$ cat src/hdl/assert_macros.svh
// assertion macros shared by the include-directive scanner rtl
// no dependencies; taken in by `include where assertions are written
`ifndef ASSERT_MACROS_SVH
`define ASSERT_MACROS_SVH

// property must hold at every clock edge outside reset
`define ASSERT_ALWAYS(lbl, clk, rst, prop) \
   lbl: assert property (@(posedge clk) disable iff (rst) (prop)) \
      else $error("%m: assertion failed");

// condition must never be seen at a clock edge outside reset
`define ASSERT_NEVER(lbl, clk, rst, cond) \
   lbl: assert property (@(posedge clk) disable iff (rst) !(cond)) \
      else $error("%m: forbidden condition seen");

`endif

$ cat src/hdl/ssids_pkg.sv
// shared types, codes and constants of the include-directive scanner
// no dependencies; imported by every scanner module
`default_nettype none

package ssids_pkg;

   // longest stored tag name
   localparam int NAME_MAX  = 64;
   localparam int CNT_W     = $clog2(NAME_MAX + 1);
   localparam int AVAIL_W   = CNT_W + 2;
   localparam int LEN_W     = 7;

   // command queue between front and back
   localparam int QUEUE_DEPTH = 4;
   localparam int QPTR_W      = $clog2(QUEUE_DEPTH);
   localparam int QCNT_W      = $clog2(QUEUE_DEPTH + 1);

   // result kinds
   localparam logic [1:0] KIND_CONTENT = 2'd0;
   localparam logic [1:0] KIND_NAME    = 2'd1;
   localparam logic [1:0] KIND_CLOSE   = 2'd2;
   localparam logic [1:0] KIND_END     = 2'd3;

   // characters
   localparam logic [7:0] CH_LT    = 8'h3C;
   localparam logic [7:0] CH_BANG  = 8'h21;
   localparam logic [7:0] CH_DASH  = 8'h2D;
   localparam logic [7:0] CH_HASH  = 8'h23;
   localparam logic [7:0] CH_GT    = 8'h3E;

   localparam logic [2:0] OPEN_LAST = 3'd4;
   localparam logic [1:0] DASH_FULL = 2'd2;

   // byte i of the opener "<!--#"
   function automatic logic [7:0] opener_byte(input logic [2:0] idx);
      logic [7:0] b;
      case (idx)
         3'd0:    b = CH_LT;
         3'd1:    b = CH_BANG;
         3'd2:    b = CH_DASH;
         3'd3:    b = CH_DASH;
         3'd4:    b = CH_HASH;
         default: b = 8'h00;
      endcase
      return b;
   endfunction

   // one item's worth of results, in emit order:
   // pre run, main result, flush run, end marker
   typedef struct packed {
      logic [2:0]       pre_cnt;    // held bytes released first
      logic             pre_dash;   // 1 dashes as name bytes, 0 opener bytes as content
      logic             main_vld;
      logic [1:0]       main_kind;
      logic [7:0]       main_byte;
      logic [LEN_W-1:0] main_len;
      logic             main_ovf;
      logic [2:0]       flush_cnt;  // held bytes flushed as content at end
      logic             flush_dash; // 1 dashes, 0 opener bytes
      logic             end_mark;
   } cmd_type;

endpackage

`default_nettype wire

$ cat src/hdl/ssids_front.sv
// front part: accepts bytes, tracks opener/closer matching, builds commands
// depends on ssids_pkg and assert_macros.svh
`default_nettype none

module ssids_front (
   input  wire logic              clock,
   input  wire logic              reset,
   input  wire logic              accept,
   input  wire logic [7:0]        in_byte,
   input  wire logic              in_eoc,
   input  wire logic              csr_wr_en,
   input  wire logic              csr_wr_data,
   output ssids_pkg::cmd_type     cmd,
   output logic                   cmd_vld
);
   import ssids_pkg::*;
`include "assert_macros.svh"

   logic               enable_ff, enable_in;
   logic               in_tag_ff, in_tag_in;
   logic [2:0]         open_ff, open_in;
   logic [1:0]         dash_ff, dash_in;
   logic [CNT_W-1:0]   count_ff, count_in;
   logic               ovf_ff, ovf_in;

   logic [AVAIL_W-1:0] avail;
   logic [AVAIL_W-1:0] need;

   always_comb begin
      avail = AVAIL_W'(NAME_MAX) - AVAIL_W'(count_ff);
      need  = AVAIL_W'(dash_ff) + AVAIL_W'(1);

      enable_in = csr_wr_en ? csr_wr_data : enable_ff;
      in_tag_in = in_tag_ff;
      open_in   = open_ff;
      dash_in   = dash_ff;
      count_in  = count_ff;
      ovf_in    = ovf_ff;
      cmd       = '0;

      if (!enable_ff) begin
         cmd.main_vld  = 1'b1;
         cmd.main_kind = KIND_CONTENT;
         cmd.main_byte = in_byte;
      end else if (in_tag_ff) begin
         if (in_byte == CH_DASH) begin
            if (dash_ff != DASH_FULL) begin
               dash_in = dash_ff + 2'd1;
            end else if (avail != '0) begin
               cmd.main_vld  = 1'b1;
               cmd.main_kind = KIND_NAME;
               cmd.main_byte = CH_DASH;
               count_in      = count_ff + CNT_W'(1);
            end else begin
               ovf_in = 1'b1;
            end
         end else if (in_byte == CH_GT && dash_ff == DASH_FULL) begin
            cmd.main_vld  = 1'b1;
            cmd.main_kind = KIND_CLOSE;
            cmd.main_len  = LEN_W'(count_ff);
            cmd.main_ovf  = ovf_ff;
            in_tag_in     = 1'b0;
            dash_in       = '0;
            count_in      = '0;
            ovf_in        = 1'b0;
         end else begin
            // held dashes then this byte, as name bytes while room is left
            cmd.pre_dash = 1'b1;
            dash_in      = '0;
            if (avail >= need) begin
               cmd.pre_cnt   = 3'(dash_ff);
               cmd.main_vld  = 1'b1;
               cmd.main_kind = KIND_NAME;
               cmd.main_byte = in_byte;
               count_in      = count_ff + CNT_W'(need);
            end else begin
               cmd.pre_cnt = 3'(avail);
               count_in    = count_ff + CNT_W'(avail);
               ovf_in      = 1'b1;
            end
         end
      end else begin
         if (in_byte == opener_byte(open_ff)) begin
            if (open_ff == OPEN_LAST) begin
               in_tag_in = 1'b1;
               open_in   = '0;
               dash_in   = '0;
               count_in  = '0;
               ovf_in    = 1'b0;
            end else begin
               open_in = open_ff + 3'd1;
            end
         end else begin
            cmd.pre_cnt = open_ff;
            if (in_byte == CH_LT) begin
               open_in = 3'd1;
            end else begin
               open_in       = '0;
               cmd.main_vld  = 1'b1;
               cmd.main_kind = KIND_CONTENT;
               cmd.main_byte = in_byte;
            end
         end
      end

      // end of content: flush what is still held, then the end marker
      if (in_eoc) begin
         cmd.flush_dash = in_tag_in;
         cmd.flush_cnt  = in_tag_in ? 3'(dash_in) : open_in;
         cmd.end_mark   = 1'b1;
         in_tag_in      = 1'b0;
         open_in        = '0;
         dash_in        = '0;
         count_in       = '0;
         ovf_in         = 1'b0;
      end

      cmd_vld = accept && (cmd.pre_cnt != '0 || cmd.main_vld || cmd.end_mark);
   end

   always_ff @(posedge clock) begin
      if (reset) begin
         enable_ff <= 1'b1;
         in_tag_ff <= 1'b0;
         open_ff   <= '0;
         dash_ff   <= '0;
         count_ff  <= '0;
         ovf_ff    <= 1'b0;
      end else begin
         enable_ff <= enable_in;
         if (accept) begin
            in_tag_ff <= in_tag_in;
            open_ff   <= open_in;
            dash_ff   <= dash_in;
            count_ff  <= count_in;
            ovf_ff    <= ovf_in;
         end
      end
   end

   `ASSERT_ALWAYS(a_open_bound, clock, reset, open_ff <= OPEN_LAST)
   `ASSERT_ALWAYS(a_count_bound, clock, reset, count_ff <= CNT_W'(NAME_MAX))
   `ASSERT_NEVER(a_text_clean, clock, reset,
                 !in_tag_ff && (dash_ff != '0 || count_ff != '0 || ovf_ff))

endmodule

`default_nettype wire

$ cat src/hdl/ssids_cmd_queue.sv
// short command queue between scanner front and back, register based
// depends on ssids_pkg and assert_macros.svh
`default_nettype none

module ssids_cmd_queue (
   input  wire logic          clock,
   input  wire logic          reset,
   input  wire logic          push,
   input  ssids_pkg::cmd_type push_cmd,
   output logic               full,
   input  wire logic          pop,
   output ssids_pkg::cmd_type head,
   output logic               empty
);
   import ssids_pkg::*;
`include "assert_macros.svh"

   cmd_type           slot_ff [QUEUE_DEPTH];
   logic [QPTR_W-1:0] wr_ptr_ff, wr_ptr_in;
   logic [QPTR_W-1:0] rd_ptr_ff, rd_ptr_in;
   logic [QCNT_W-1:0] count_ff, count_in;

   always_comb begin
      full  = count_ff == QCNT_W'(QUEUE_DEPTH);
      empty = count_ff == '0;
      head  = slot_ff[rd_ptr_ff];
      wr_ptr_in = push ? wr_ptr_ff + QPTR_W'(1) : wr_ptr_ff;
      rd_ptr_in = pop  ? rd_ptr_ff + QPTR_W'(1) : rd_ptr_ff;
      count_in  = count_ff + QCNT_W'(push) - QCNT_W'(pop);
   end

   always_ff @(posedge clock) begin
      if (reset) begin
         wr_ptr_ff <= '0;
         rd_ptr_ff <= '0;
         count_ff  <= '0;
      end else begin
         wr_ptr_ff <= wr_ptr_in;
         rd_ptr_ff <= rd_ptr_in;
         count_ff  <= count_in;
      end
   end

   always_ff @(posedge clock) begin
      if (push) begin
         slot_ff[wr_ptr_ff] <= push_cmd;
      end
   end

   `ASSERT_NEVER(a_no_overrun, clock, reset, push && full)
   `ASSERT_NEVER(a_no_underrun, clock, reset, pop && empty)

endmodule

`default_nettype wire

$ cat src/hdl/ssids_back.sv
// back part: expands queued commands into result items, one per cycle unless the output stalls
// depends on ssids_pkg
`default_nettype none

module ssids_back (
   input  wire logic              clock,
   input  wire logic              reset,
   input  ssids_pkg::cmd_type     q_head,
   input  wire logic              q_empty,
   output logic                   q_pop,
   output logic                   rsp_valid,
   input  wire logic              rsp_ready,
   output logic [1:0]             rsp_kind,
   output logic [7:0]             rsp_byte,
   output logic [ssids_pkg::LEN_W-1:0] rsp_len,
   output logic                   rsp_ovf,
   output logic                   rsp_last
);
   import ssids_pkg::*;

   cmd_type          work_ff, work_in;
   logic             work_vld_ff, work_vld_in;
   logic [2:0]       idx_ff, idx_in;

   logic             rsp_vld_ff;
   logic [1:0]       kind_ff;
   logic [7:0]       byte_ff;
   logic [LEN_W-1:0] len_ff;
   logic             ovf_ff;
   logic             last_ff;

   logic             in_pre, in_main, in_flush;
   logic             adv, done;
   logic [1:0]       item_kind;
   logic [7:0]       item_byte;
   logic [LEN_W-1:0] item_len;
   logic             item_ovf;
   logic             item_last;

   always_comb begin
      in_pre   = work_ff.pre_cnt != '0;
      in_main  = !in_pre && work_ff.main_vld;
      in_flush = !in_pre && !work_ff.main_vld && work_ff.flush_cnt != '0;

      item_kind = KIND_END;
      item_byte = '0;
      item_len  = '0;
      item_ovf  = 1'b0;
      item_last = 1'b1;
      if (in_pre) begin
         item_kind = work_ff.pre_dash ? KIND_NAME : KIND_CONTENT;
         item_byte = work_ff.pre_dash ? CH_DASH : opener_byte(idx_ff);
         item_last = work_ff.pre_cnt == 3'd1 && !work_ff.main_vld &&
                     work_ff.flush_cnt == '0 && !work_ff.end_mark;
      end else if (in_main) begin
         item_kind = work_ff.main_kind;
         item_byte = work_ff.main_byte;
         item_len  = work_ff.main_len;
         item_ovf  = work_ff.main_ovf;
         item_last = work_ff.flush_cnt == '0 && !work_ff.end_mark;
      end else if (in_flush) begin
         item_kind = KIND_CONTENT;
         item_byte = work_ff.flush_dash ? CH_DASH : opener_byte(idx_ff);
         item_last = work_ff.flush_cnt == 3'd1 && !work_ff.end_mark;
      end

      adv   = work_vld_ff && (!rsp_vld_ff || rsp_ready);
      done  = adv && item_last;
      q_pop = !q_empty && (!work_vld_ff || done);

      work_in     = work_ff;
      idx_in      = idx_ff;
      work_vld_in = work_vld_ff;
      if (adv) begin
         if (in_pre) begin
            work_in.pre_cnt = work_ff.pre_cnt - 3'd1;
            idx_in          = (work_ff.pre_cnt == 3'd1) ? 3'd0 : idx_ff + 3'd1;
         end else if (in_main) begin
            work_in.main_vld = 1'b0;
         end else if (in_flush) begin
            work_in.flush_cnt = work_ff.flush_cnt - 3'd1;
            idx_in            = idx_ff + 3'd1;
         end else begin
            work_in.end_mark = 1'b0;
         end
      end
      if (q_pop) begin
         work_in     = q_head;
         idx_in      = '0;
         work_vld_in = 1'b1;
      end else if (done) begin
         work_vld_in = 1'b0;
      end
   end

   always_ff @(posedge clock) begin
      if (reset) begin
         work_vld_ff <= 1'b0;
         rsp_vld_ff  <= 1'b0;
      end else begin
         work_vld_ff <= work_vld_in;
         if (adv) begin
            rsp_vld_ff <= 1'b1;
         end else if (rsp_ready) begin
            rsp_vld_ff <= 1'b0;
         end
      end
   end

   always_ff @(posedge clock) begin
      work_ff <= work_in;
      idx_ff  <= idx_in;
      if (adv) begin
         kind_ff <= item_kind;
         byte_ff <= item_byte;
         len_ff  <= item_len;
         ovf_ff  <= item_ovf;
         last_ff <= item_last;
      end
   end

   assign rsp_valid = rsp_vld_ff;
   assign rsp_kind  = kind_ff;
   assign rsp_byte  = byte_ff;
   assign rsp_len   = len_ff;
   assign rsp_ovf   = ovf_ff;
   assign rsp_last  = last_ff;

endmodule

`default_nettype wire

$ cat src/hdl/ssi_directive_scanner.sv
// include-directive scanner: one content byte per item in, typed result items out
// throughput: 1 item per cycle while the command queue has a free slot; the back
//   end emits one result per cycle unless the output stalls, so items with
//   several results fill the queue until the back end catches up
// reset: synchronous active-high; scan state cleared, scanning enabled, queue empty
`default_nettype none

module ssi_directive_scanner (
   input  wire logic        clock,
   input  wire logic        reset,
   // input channel
   input  wire logic        req_tvalid,
   output logic             req_tready,
   input  wire logic [7:0]  req_tdata,   // [7:0] in_byte
   input  wire logic        req_tlast,   // end_of_content
   // result channel
   output logic             rsp_tvalid,
   input  wire logic        rsp_tready,
   output logic [15:0]      rsp_tdata,   // [7:0] out_byte, [14:8] name_length,
                                          // [15] name_overflow
   output logic [1:0]       rsp_tuser,   // kind
   output logic             rsp_tlast,   // last_of_run
   // configuration: ssi_enable
   input  wire logic        csr_wr_en,
   input  wire logic        csr_wr_data
);
   import ssids_pkg::*;

   // front <-> queue <-> back
   cmd_type          front_cmd;
   logic             front_push;
   logic             q_full;
   cmd_type          q_head;
   logic             q_empty;
   logic             q_pop;
   logic             req_accept;

   logic [LEN_W-1:0] rsp_len;
   logic             rsp_ovf;
   logic [7:0]       rsp_byte;

   // the front takes a byte whenever the queue has a free slot; a byte that
   // produces no results (mid-opener or held dash) never uses a slot
   assign req_tready = !q_full;
   assign req_accept = req_tvalid && req_tready;

   ssids_front u_front (
      .clock       (clock),
      .reset       (reset),
      .accept      (req_accept),
      .in_byte     (req_tdata),
      .in_eoc      (req_tlast),
      .csr_wr_en   (csr_wr_en),
      .csr_wr_data (csr_wr_data),
      .cmd         (front_cmd),
      .cmd_vld     (front_push)
   );

   // commands wait here so the front keeps accepting while the back
   // is busy with multi-result items or stalled by the consumer
   ssids_cmd_queue u_queue (
      .clock    (clock),
      .reset    (reset),
      .push     (front_push),
      .push_cmd (front_cmd),
      .full     (q_full),
      .pop      (q_pop),
      .head     (q_head),
      .empty    (q_empty)
   );

   // back end walks each command and feeds the output register
   ssids_back u_back (
      .clock     (clock),
      .reset     (reset),
      .q_head    (q_head),
      .q_empty   (q_empty),
      .q_pop     (q_pop),
      .rsp_valid (rsp_tvalid),
      .rsp_ready (rsp_tready),
      .rsp_kind  (rsp_tuser),
      .rsp_byte  (rsp_byte),
      .rsp_len   (rsp_len),
      .rsp_ovf   (rsp_ovf),
      .rsp_last  (rsp_tlast)
   );

   // pack result payload, out_byte in the low bits
   assign rsp_tdata = {rsp_ovf, rsp_len, rsp_byte};

endmodule

`default_nettype wire

$ cat config.mk
export PLATFORM = sky130hd
export DESIGN_NAME = ssi_directive_scanner
export DESIGN_NICKNAME = d
export VERILOG_FILES = /design/src/hdl/ssids_pkg.sv /design/src/hdl/ssids_front.sv /design/src/hdl/ssids_cmd_queue.sv /design/src/hdl/ssids_back.sv /design/src/hdl/ssi_directive_scanner.sv
export VERILOG_INCLUDE_DIRS = /design/src /design/src/hdl
export SDC_FILE = /design/constraint.sdc
export NUM_CORES = 1
export LEC_CHECK = 0
export BUFFER_PORTS_ARGS = -buffer_cell sky130_fd_sc_hd__buf_2
export CORE_ASPECT_RATIO = 0.8
export CORE_MARGIN = 2
export CORE_UTILIZATION = 62
export DETAILED_ROUTE_END_ITERATION = 8
export PLACE_DENSITY_LB_ADDON = 0.2
export SLEW_MARGIN = 40
export SYNTH_ARGS = -nofsm -noshare
export SYNTH_HDL_FRONTEND = slang
export SYNTH_SLANG_ARGS = --single-unit
$ cat constraint.sdc
create_clock -name clock -period 5.7 [get_ports clock]
set_input_delay 0.285 -clock clock [delete_from_list [all_inputs] [get_ports clock]]
set_output_delay 0.285 -clock clock [all_outputs]
set_load 0.005 [all_outputs]
==> key figures, run 1 <==
Timing
  • Peak Freq: 0.2176 GHz
  • Worst Clk Skew: 14.43 ps
  • Crit share post-route: 80.62%
  • Final hold violation count: 0
  • Final-report setup violation count: 0
  • RSZ-0062 raised after global routing: false
  • Setup TNS: 0 ps
  • Worst slew pin tran: 812.0 ps
  • Final count of pins violating max slew: 0
  • Final worst slack: 1105 ps
  • Clock period minus worst slack: 4595 ps
  • Worst slew margin: 45.76%

Detailed routing
  • Final ANT Viol Nets: 0
  • DRC: 0
  • Vias: 5157
  • Starting DRT DRC Count: 434
  • Final wirelength: 16310 um
  • Post-DR wirelength/cell: 19.16 um
  • First-pass iteration count of the detailed router: 6
  • Vias per cell: 6.060

Critical path
  • CP arrival: 4910 ps
  • CP Buf/Inv Count: 1
  • Critical path type: reg2reg
  • Required time of the critical path: 6010 ps
  • Critical Path Start: u_front.count_ff[0]
  • CP Capture Type: flop
  • Critical Path Source Type: flop
  • CP max stage cell: dfxtp_1
  • Slowest stage delay, CP: 550 ps
  • Largest delay contributor family on the critical path: compound AO/OA/AOI/OAI gates
  • Worst reg2reg path startpoint: u_front.count_ff[0]
  • Worst reg-to-reg setup slack: 1100 ps
  • Critical path peak fanout: 11
  • CP cell instances: inv_1, ha_1, or4_1, a2111o_1, a32o_1, mux2_1, fa_1, a21oi_1, nor2_1, nor2_1, nor2b_1, o21ai_0, nand2b_1, a221o_1, a32o_1

GRT
  • First-pass GRT wire length: 26250 um
  • Busiest grt layer: met2
  • Via count of the first global-routing pass: 4889
  • Initial antenna violation count: 0
  • Met1 usage: 34.03%
  • Overall global routing resource usage: 23.78%
  • M2 GR Usage: 37.77%
  • Largest net degree at the start of global routing: 42
  • Global route total overflow: 0
  • Met3 Use GR: 5.302%

Floorplanning
  • Starting density of the core: 63.45%
  • Die area: 14830 um^2
  • Die H: 109.3 um
  • Core area: 13550 um^2
  • Io pins: 36
  • Core Rows: 38
  • Die W: 135.7 um

Placed design
  • DPL Wire Length: 10850 um
  • Final RePlAce weighted congestion: 0.8841
  • Placed Cells: 819
  • DP Worst Slack: 1273 ps
  • PortBufs: 35

Synthesis
  • Primary FF master, synth: edfxtp_1
  • Ys Warns: 0
  • Mapped Cells: 621
  • Largest family of logic cells by synthesized area: simple AND/OR/NAND/NOR gates
  • FF+latch count, synth: 188
  • Asr flop ratio synth: 0%
  • Register area share after synthesis: 62.28%
  • Synth Area in Compound Gates: 9.139%
  • Post-synthesis adder-cell area fraction: 5.704%
  • Mean Syn Cell Area: 13.85 um^2
  • Synth unique cells: 66
  • Post-Syn Area: 8598 um^2
  • Proportion of synthesized area in mux cells: 8.338%
  • Post-synth EDFFs: 159
  • Simple-gate area share of the yosys netlist: 10.14%
  • Post-synthesis xor/xnor area fraction: 1.630%

Power and ir drop
  • Cell Pwr Density: 420.4 nW/um^2
  • VDD IR max: 0.0002798 V
  • Power, Total: 4.011 mW
  • Leak pwr: 3.415 nW

Final layout
  • Final core occ: 70.41%
  • Layout cells sized above 1: 16.54%
  • P&R area growth vs syn: 10.96%
  • Fin nets: 711
  • Commonest non-fill, non-tap cell in the layout: edfxtp_1
  • Most frequent cells in the layout: edfxtp_1 (159), nand2_1 (44), nor2_1 (40)
  • Final Instance Count excl. Fillers: 851
  • N_diodes: 0
  • # fillers: 909

Clock network
  • Hold_buf cts: 0
  • Post-CTS sizing: 0
  • Worst skew pair latency: 420 ps
  • Clock H-tree levels: 4
  • Worst-path clk slew: 70 ps
  • CTS tree: done
  • Post-CTS setup buffer count: 0
  • Clk sinks: 188
  • Clock tree root buffer cell: clkbuf_16
  • Clock Path Buffers: 2
  • CTS buffer count: 17

Min path
  • Worst Hold Class: in2reg
  • Worst hold start: csr_wr_data

Status
  • Status: finished, final reports clean

Job
  • Max cap viols: 0
cells in the mapped netlist (all sizes together), types with 2 or more instances:
| cell | count | area [um^2] |
|---|---|---|
| a21boi | 2 | 15.02 |
| o211ai | 5 | 42.54 |
| a22oi | 6 | 45.04 |
| o31ai | 3 | 27.52 |
| nand4b | 3 | 26.28 |
| edfxtp | 159 | 4775 |
| mux2i | 6 | 60.06 |
| mux4 | 28 | 630.6 |
| nor2b | 11 | 68.82 |
| and2 | 17 | 106.4 |
| inv | 33 | 123.9 |
| nand2 | 44 | 165.2 |
| o22ai | 4 | 25.02 |
| or4 | 3 | 22.52 |
| dfxtp | 29 | 580.6 |
| o21a | 2 | 15.01 |
| a211oi | 2 | 15.01 |
| nor4b | 2 | 17.52 |
| buf | 7 | 46.29 |
| and3 | 10 | 62.56 |
| a31oi | 2 | 27.53 |
| xnor2 | 10 | 87.58 |
| a21o | 8 | 60.06 |
| a32o | 2 | 20.02 |
| nand3 | 8 | 40.04 |
| a21oi | 25 | 125.1 |
| o21bai | 3 | 22.52 |
| fa | 2 | 40.04 |
| nand2b | 12 | 75.07 |
| nor4 | 6 | 37.54 |
| a22o | 7 | 61.31 |
| or3 | 3 | 18.77 |
| xor2 | 6 | 52.55 |
| ha | 36 | 450.4 |
| nor2 | 40 | 150.1 |
| o21ai | 29 | 145.1 |
| mux2 | 2 | 26.27 |
| nor3 | 11 | 60.06 |
| o311ai | 2 | 25.03 |
| clkbuf | 17 | 63.81 |
final cells by class:
cell class,instances,area (um^2),share of cell area [%]
Clock inverter,15,157.7,1.652
Inverter,33,123.9,1.298
Multi-Input combinational cell,378,3037,31.83
Timing Repair Buffer,40,212.7,2.230
Tap cell,180,225.2,2.361
Clock buffer,17,425.4,4.459
Sequential cell,188,5359,56.17
registers in the layout, indices dropped and copies added, names as in the netlist, 3 cells and up, named ones only:
signal and count:
u_queue.slot_ff 112, u_back.work_ff 28, u_back.rsp_byte 8, u_back.rsp_len 7
u_front.count_ff 7, u_back.idx_ff 3, u_front.open_ff 3, u_queue.count_ff 3
cells by family (layout without fill, tap and decap cells):
family / Yosys count / in the layout
AO/OA/AOI/OAI: 112 / 112
XOR/XNOR: 16 / 16
buffers and inverters: 57 / 105
adder cells (fa/ha/maj): 38 / 38
other: 1 / 3
flip-flops: 188 / 188
AND/OR/NAND/NOR: 173 / 173
multiplexers: 36 / 36
stage by stage:
| stage | hold slack, ps | area, um^2 |
|---|---|---|
| final | 61.79 | 9540 |
| after global routing | 49.17 | 9540 |
| after CTS | 48.43 | 9532 |
| after detailed placement | 485.8 | 8949 |
| after global placement | 463.8 | 8935 |
| after floorplan | 383.9 | 8606 |
worst paths after layout:
check / cells after the start / end
max: 15 / u_front.count_ff[6]
min: 2 / u_front.enable_ff
max reg2reg: 15 / u_front.count_ff[6]
min reg2reg: 2 / u_front.ovf_ff
where the power goes:
group | leakage [nW] | internal (mW) | switching, mW
combinational | 1.43 | 0.369 | 0.500
clock | 0.281 | 0.618 | 0.520
sequential | 1.71 | 1.85 | 0.152
total | 3.41 | 2.84 | 1.17
per-layer routing:
metal,vias to the layer above,wire [um]
li1,2412,-
met1,2521,7134
met2,208,7838
met3,16,1176
met4,0,157
met5,-,0
No activity file was read; power rests on OpenSTA's default activity.
==> inputs of run 2 (changes only) <==
--- a/config.mk
+++ b/config.mk
@@ -6,10 +6,11 @@
 export SDC_FILE = /design/constraint.sdc
 export NUM_CORES = 1
 export LEC_CHECK = 0
+export ABC_AREA = 1
 export BUFFER_PORTS_ARGS = -buffer_cell sky130_fd_sc_hd__buf_2
 export CORE_ASPECT_RATIO = 0.8
 export CORE_MARGIN = 2
-export CORE_UTILIZATION = 62
+export CORE_UTILIZATION = 56
 export DETAILED_ROUTE_END_ITERATION = 8
 export PLACE_DENSITY_LB_ADDON = 0.2
 export SLEW_MARGIN = 40
==> constraint.sdc (replaced) <==
create_clock -name clock -period 3.9 [get_ports clock]
set_input_delay 0.195 -clock clock [delete_from_list [all_inputs] [get_ports clock]]
set_output_delay 0.195 -clock clock [all_outputs]
set_load 0.005 [all_outputs]
==> run 2 against run 1 <==
  * Die area is 15% higher
  * Critical path type unchanged
  * Combinational power is 84% higher
  * Total power is 54% higher
  * Largest cell class unchanged
  * Via count is 25% higher
  * Synthesized cell count is 45% higher
==> key figures, run 2 <==
Status
  • Status: finished, final reports clean

Synthesis
  • Synth top area share: 52.99%
  • Post-Syn Area: 9011 um^2
  • Asr flop ratio synth: 0%
  • Synth unique cells: 46
  • FF+latch count, synth: 188
  • Ys Warns: 0
  • Most common library cells after synthesis: edfxtp_1 (159), nor2_1 (128), nand2_1 (127), inv_1 (98), o21ai_0 (92)
  • Register area share after synthesis: 59.43%
  • Most numerous cell in the Yosys netlist: edfxtp_1
  • Primary FF master, synth: edfxtp_1
  • Synth area leaders: edfxtp_1 (53%), dfxtp_1 (6.4%), nor2_1 (5.3%)
  • Post-synth EDFFs: 159
  • Dominant cell type by area after synthesis: edfxtp_1
  • Mean Syn Cell Area: 10.02 um^2
  • Mapped Cells: 899

GRT
  • Largest net degree at the start of global routing: 55
  • Overall global routing resource usage: 23.44%
  • Global route total overflow: 0
  • Initial antenna violation count: 0
  • M2 GR Usage: 35.88%
  • Met3 Use GR: 5.271%
  • First-pass GRT wire length: 31360 um
  • Met1 usage: 33.91%
  • Via count of the first global-routing pass: 6009
  • Busiest grt layer: met2

Final layout
  • Fin nets: 991
  • Register area: 5355 um^2
  • Max reg flops: 112
  • Area of the multi-input gates: 3154 um^2
  • N_diodes: 0
  • Commonest non-fill, non-tap cell in the layout: edfxtp_1
  • P&R area growth vs syn: 11.14%
  • # fillers: 1273
  • Final core occ: 63.59%
  • Most frequent cells in the layout: edfxtp_1 (159), nand2_1 (127), nor2_1 (124)
  • Final Instance Count excl. Fillers: 1166
  • Layout cells sized above 1: 12.83%
  • Biggest register: u_queue.slot_ff

Min path
  • WHS Path Cells: 2
  • Worst hold start: csr_wr_en
  • Worst Hold Class: in2reg
  • Sink of the worst hold path: u_front.enable_ff

Job
  • Max cap viols: 0

Critical path
  • CP max stage cell: fa_1
  • CP Capture Type: flop
  • R2r worst-path depth: 20
  • Worst reg2reg path startpoint: u_front.count_ff[0]
  • CP arrival: 3830 ps
  • Critical Path Source Type: flop
  • Crit-path most repeated cell: nand2_1
  • Worst r2r dst: u_front.count_ff[4]
  • Required time of the critical path: 4260 ps
  • Critical path peak fanout: 12
  • Critical path type: reg2reg
  • CP cell instances: inv_1, ha_1, ha_1, nand2_1, nand2_1, nand2_1, nand2_2, nor2_4, nand2_2, nand2_1, o21ai_0, ha_1, fa_1, a31oi_1, nor2_1, nor2_1, nand2_1, nand2_1, nand4_1, a21oi_1
  • Worst reg-to-reg setup slack: 430 ps
  • Slowest stage delay, CP: 440 ps

Clock network
  • Clk sinks: 188
  • Post-CTS sizing: 0
  • Clock Path Buffers: 2
  • Post-CTS setup buffer count: 0
  • Worst-path clk slew: 70 ps
  • Hold_buf cts: 0
  • Clock tree root buffer cell: clkbuf_16
  • Worst skew pair latency: 430 ps
  • Clock H-tree levels: 4
  • CTS buffer count: 17
  • CTS tree: done

Power and ir drop
  • Power, Total: 6.194 mW
  • Leak pwr: 4.077 nW
  • Cell Pwr Density: 618.5 nW/um^2
  • Switch Pwr: 1.977 mW
  • Clock share of power: 27.9%
  • Switch share: 31.92%
  • Reg power frac: 46.2%
  • VDD IR max: 0.0003463 V
  • Power Internal: 4.217 mW
  • Comb power frac: 25.9%

Timing
  • Hold WS: 32.21 ps
  • Peak Freq: 0.2878 GHz
  • Worst slew pin tran: 538.5 ps
  • Crit share post-route: 89.09%
  • Worst slew margin: 63.97%
  • Final-report setup violation count: 0
  • Final count of pins violating max slew: 0
  • Clock period minus worst slack: 3474 ps
  • RSZ-0062 raised after global routing: false
  • Setup TNS: 0 ps
  • Worst Clk Skew: 16.11 ps
  • Final hold violation count: 0

Floorplanning
  • Die H: 117.5 um
  • Core area: 15750 um^2
  • Die W: 145.8 um
  • Starting density of the core: 57.22%
  • Core Rows: 41
  • Io pins: 36
  • Die area: 17130 um^2

Placed design
  • DPL Wire Length: 12940 um
  • Placed Cells: 1134
  • Final RePlAce weighted congestion: 0.9091
  • PortBufs: 35

Detailed routing
  • Vias per cell: 5.543
  • Starting DRT DRC Count: 500
  • Final ANT Viol Nets: 0
  • First-pass iteration count of the detailed router: 5
  • Final wirelength: 19230 um
  • Post-DR wirelength/cell: 16.49 um
  • Vias: 6463
  • DRC: 0
## run 2: cell count changes after synthesis, moves of 10 or more
cell,previous run,this run
nand3_1,8,48
nor2_1,40,128
nor2b_1,11,0
nand4_1,1,16
a21oi_1,25,37
nand2_1,44,127
mux4_2,28,0
o21ai_1,12,2
and2_1,17,0
o22ai_1,4,27
o21ai_0,17,92
inv_1,32,98
nand2_2,0,14
nand2b_1,12,0
## run 2: through the flow
stage	cell area, um^2	setup slack (ps)
final	10010	425.5
after global routing	10010	79.90
after CTS	10010	466.3
after detailed placement	9419	500.7
after global placement	9419	600.4
after floorplan	9019	213.0
## run 2: metal layers
layer / up-vias / part of all wire [%] / routed length [um]
met2: 222 / 44 / 8536
met5: - / 0 / 0
met4: 0 / 1.6 / 315
li1: 3166 / - / -
met3: 28 / 6.5 / 1247
met1: 3047 / 47 / 9129
## run 2: worst max-delay path by stage
stage,from,to,slack [ps],depth (start not counted)
floorplan,u_front.count_ff[1],u_queue.slot_ff[1][0],210,16
global placement,u_front.count_ff[1],u_front.count_ff[6],600,20
detailed placement,u_front.count_ff[0],u_front.count_ff[4],500,20
CTS,u_front.count_ff[0],u_front.count_ff[4],470,20
global route,u_front.count_ff[0],u_front.count_ff[4],80,20
finish,u_front.count_ff[0],u_front.count_ff[4],430,20
## run 2: layout make-up
| class | count | share of cell area [%] |
|---|---|---|
| clock buffers | 22 | 4.835 |
| repair buffers | 44 | 2.424 |
| multi-input cells | 582 | 31.50 |
| clock inverters | 10 | 1.112 |
| flip-flops and latches | 188 | 53.47 |
| well taps | 215 | 2.686 |
| inverters | 105 | 3.973 |
## run 2: cells by family (layout without fill, tap and decap cells)
family          Yosys count  count (layout)  share of synthesized area (%)
simple gates            363             363                          18.25
other cells               1               3                        0.04162
fa+ha+maj                38              38                          5.443
xor+xnor                  5               5                         0.4861
buf+inv                 131             181                          5.762
compound gates          173             173                          10.59
flops                   188             188                          59.43
## run 2: critical path, delay by kind of cell (launching register included)
kind / cells / cell delay, ps
flip-flops: 1 / 410
adder cells (fa/ha/maj): 4 / 1370
AND/OR/NAND/NOR: 12 / 960
buffers and inverters: 1 / 220
AO/OA/AOI/OAI: 3 / 450
## run 2: power by group through the flow
stage / clock (mW) / combinational (mW) / sequential (mW)
2_1_floorplan: 0 / 1.10 / 2.88
3_3_place_gp: 0 / 1.56 / 2.89
3_5_place_dp: 0 / 1.58 / 2.90
4_1_cts: 1.75 / 1.60 / 2.86
5_1_grt: 1.83 / 1.82 / 2.90
6_report: 1.73 / 1.60 / 2.86
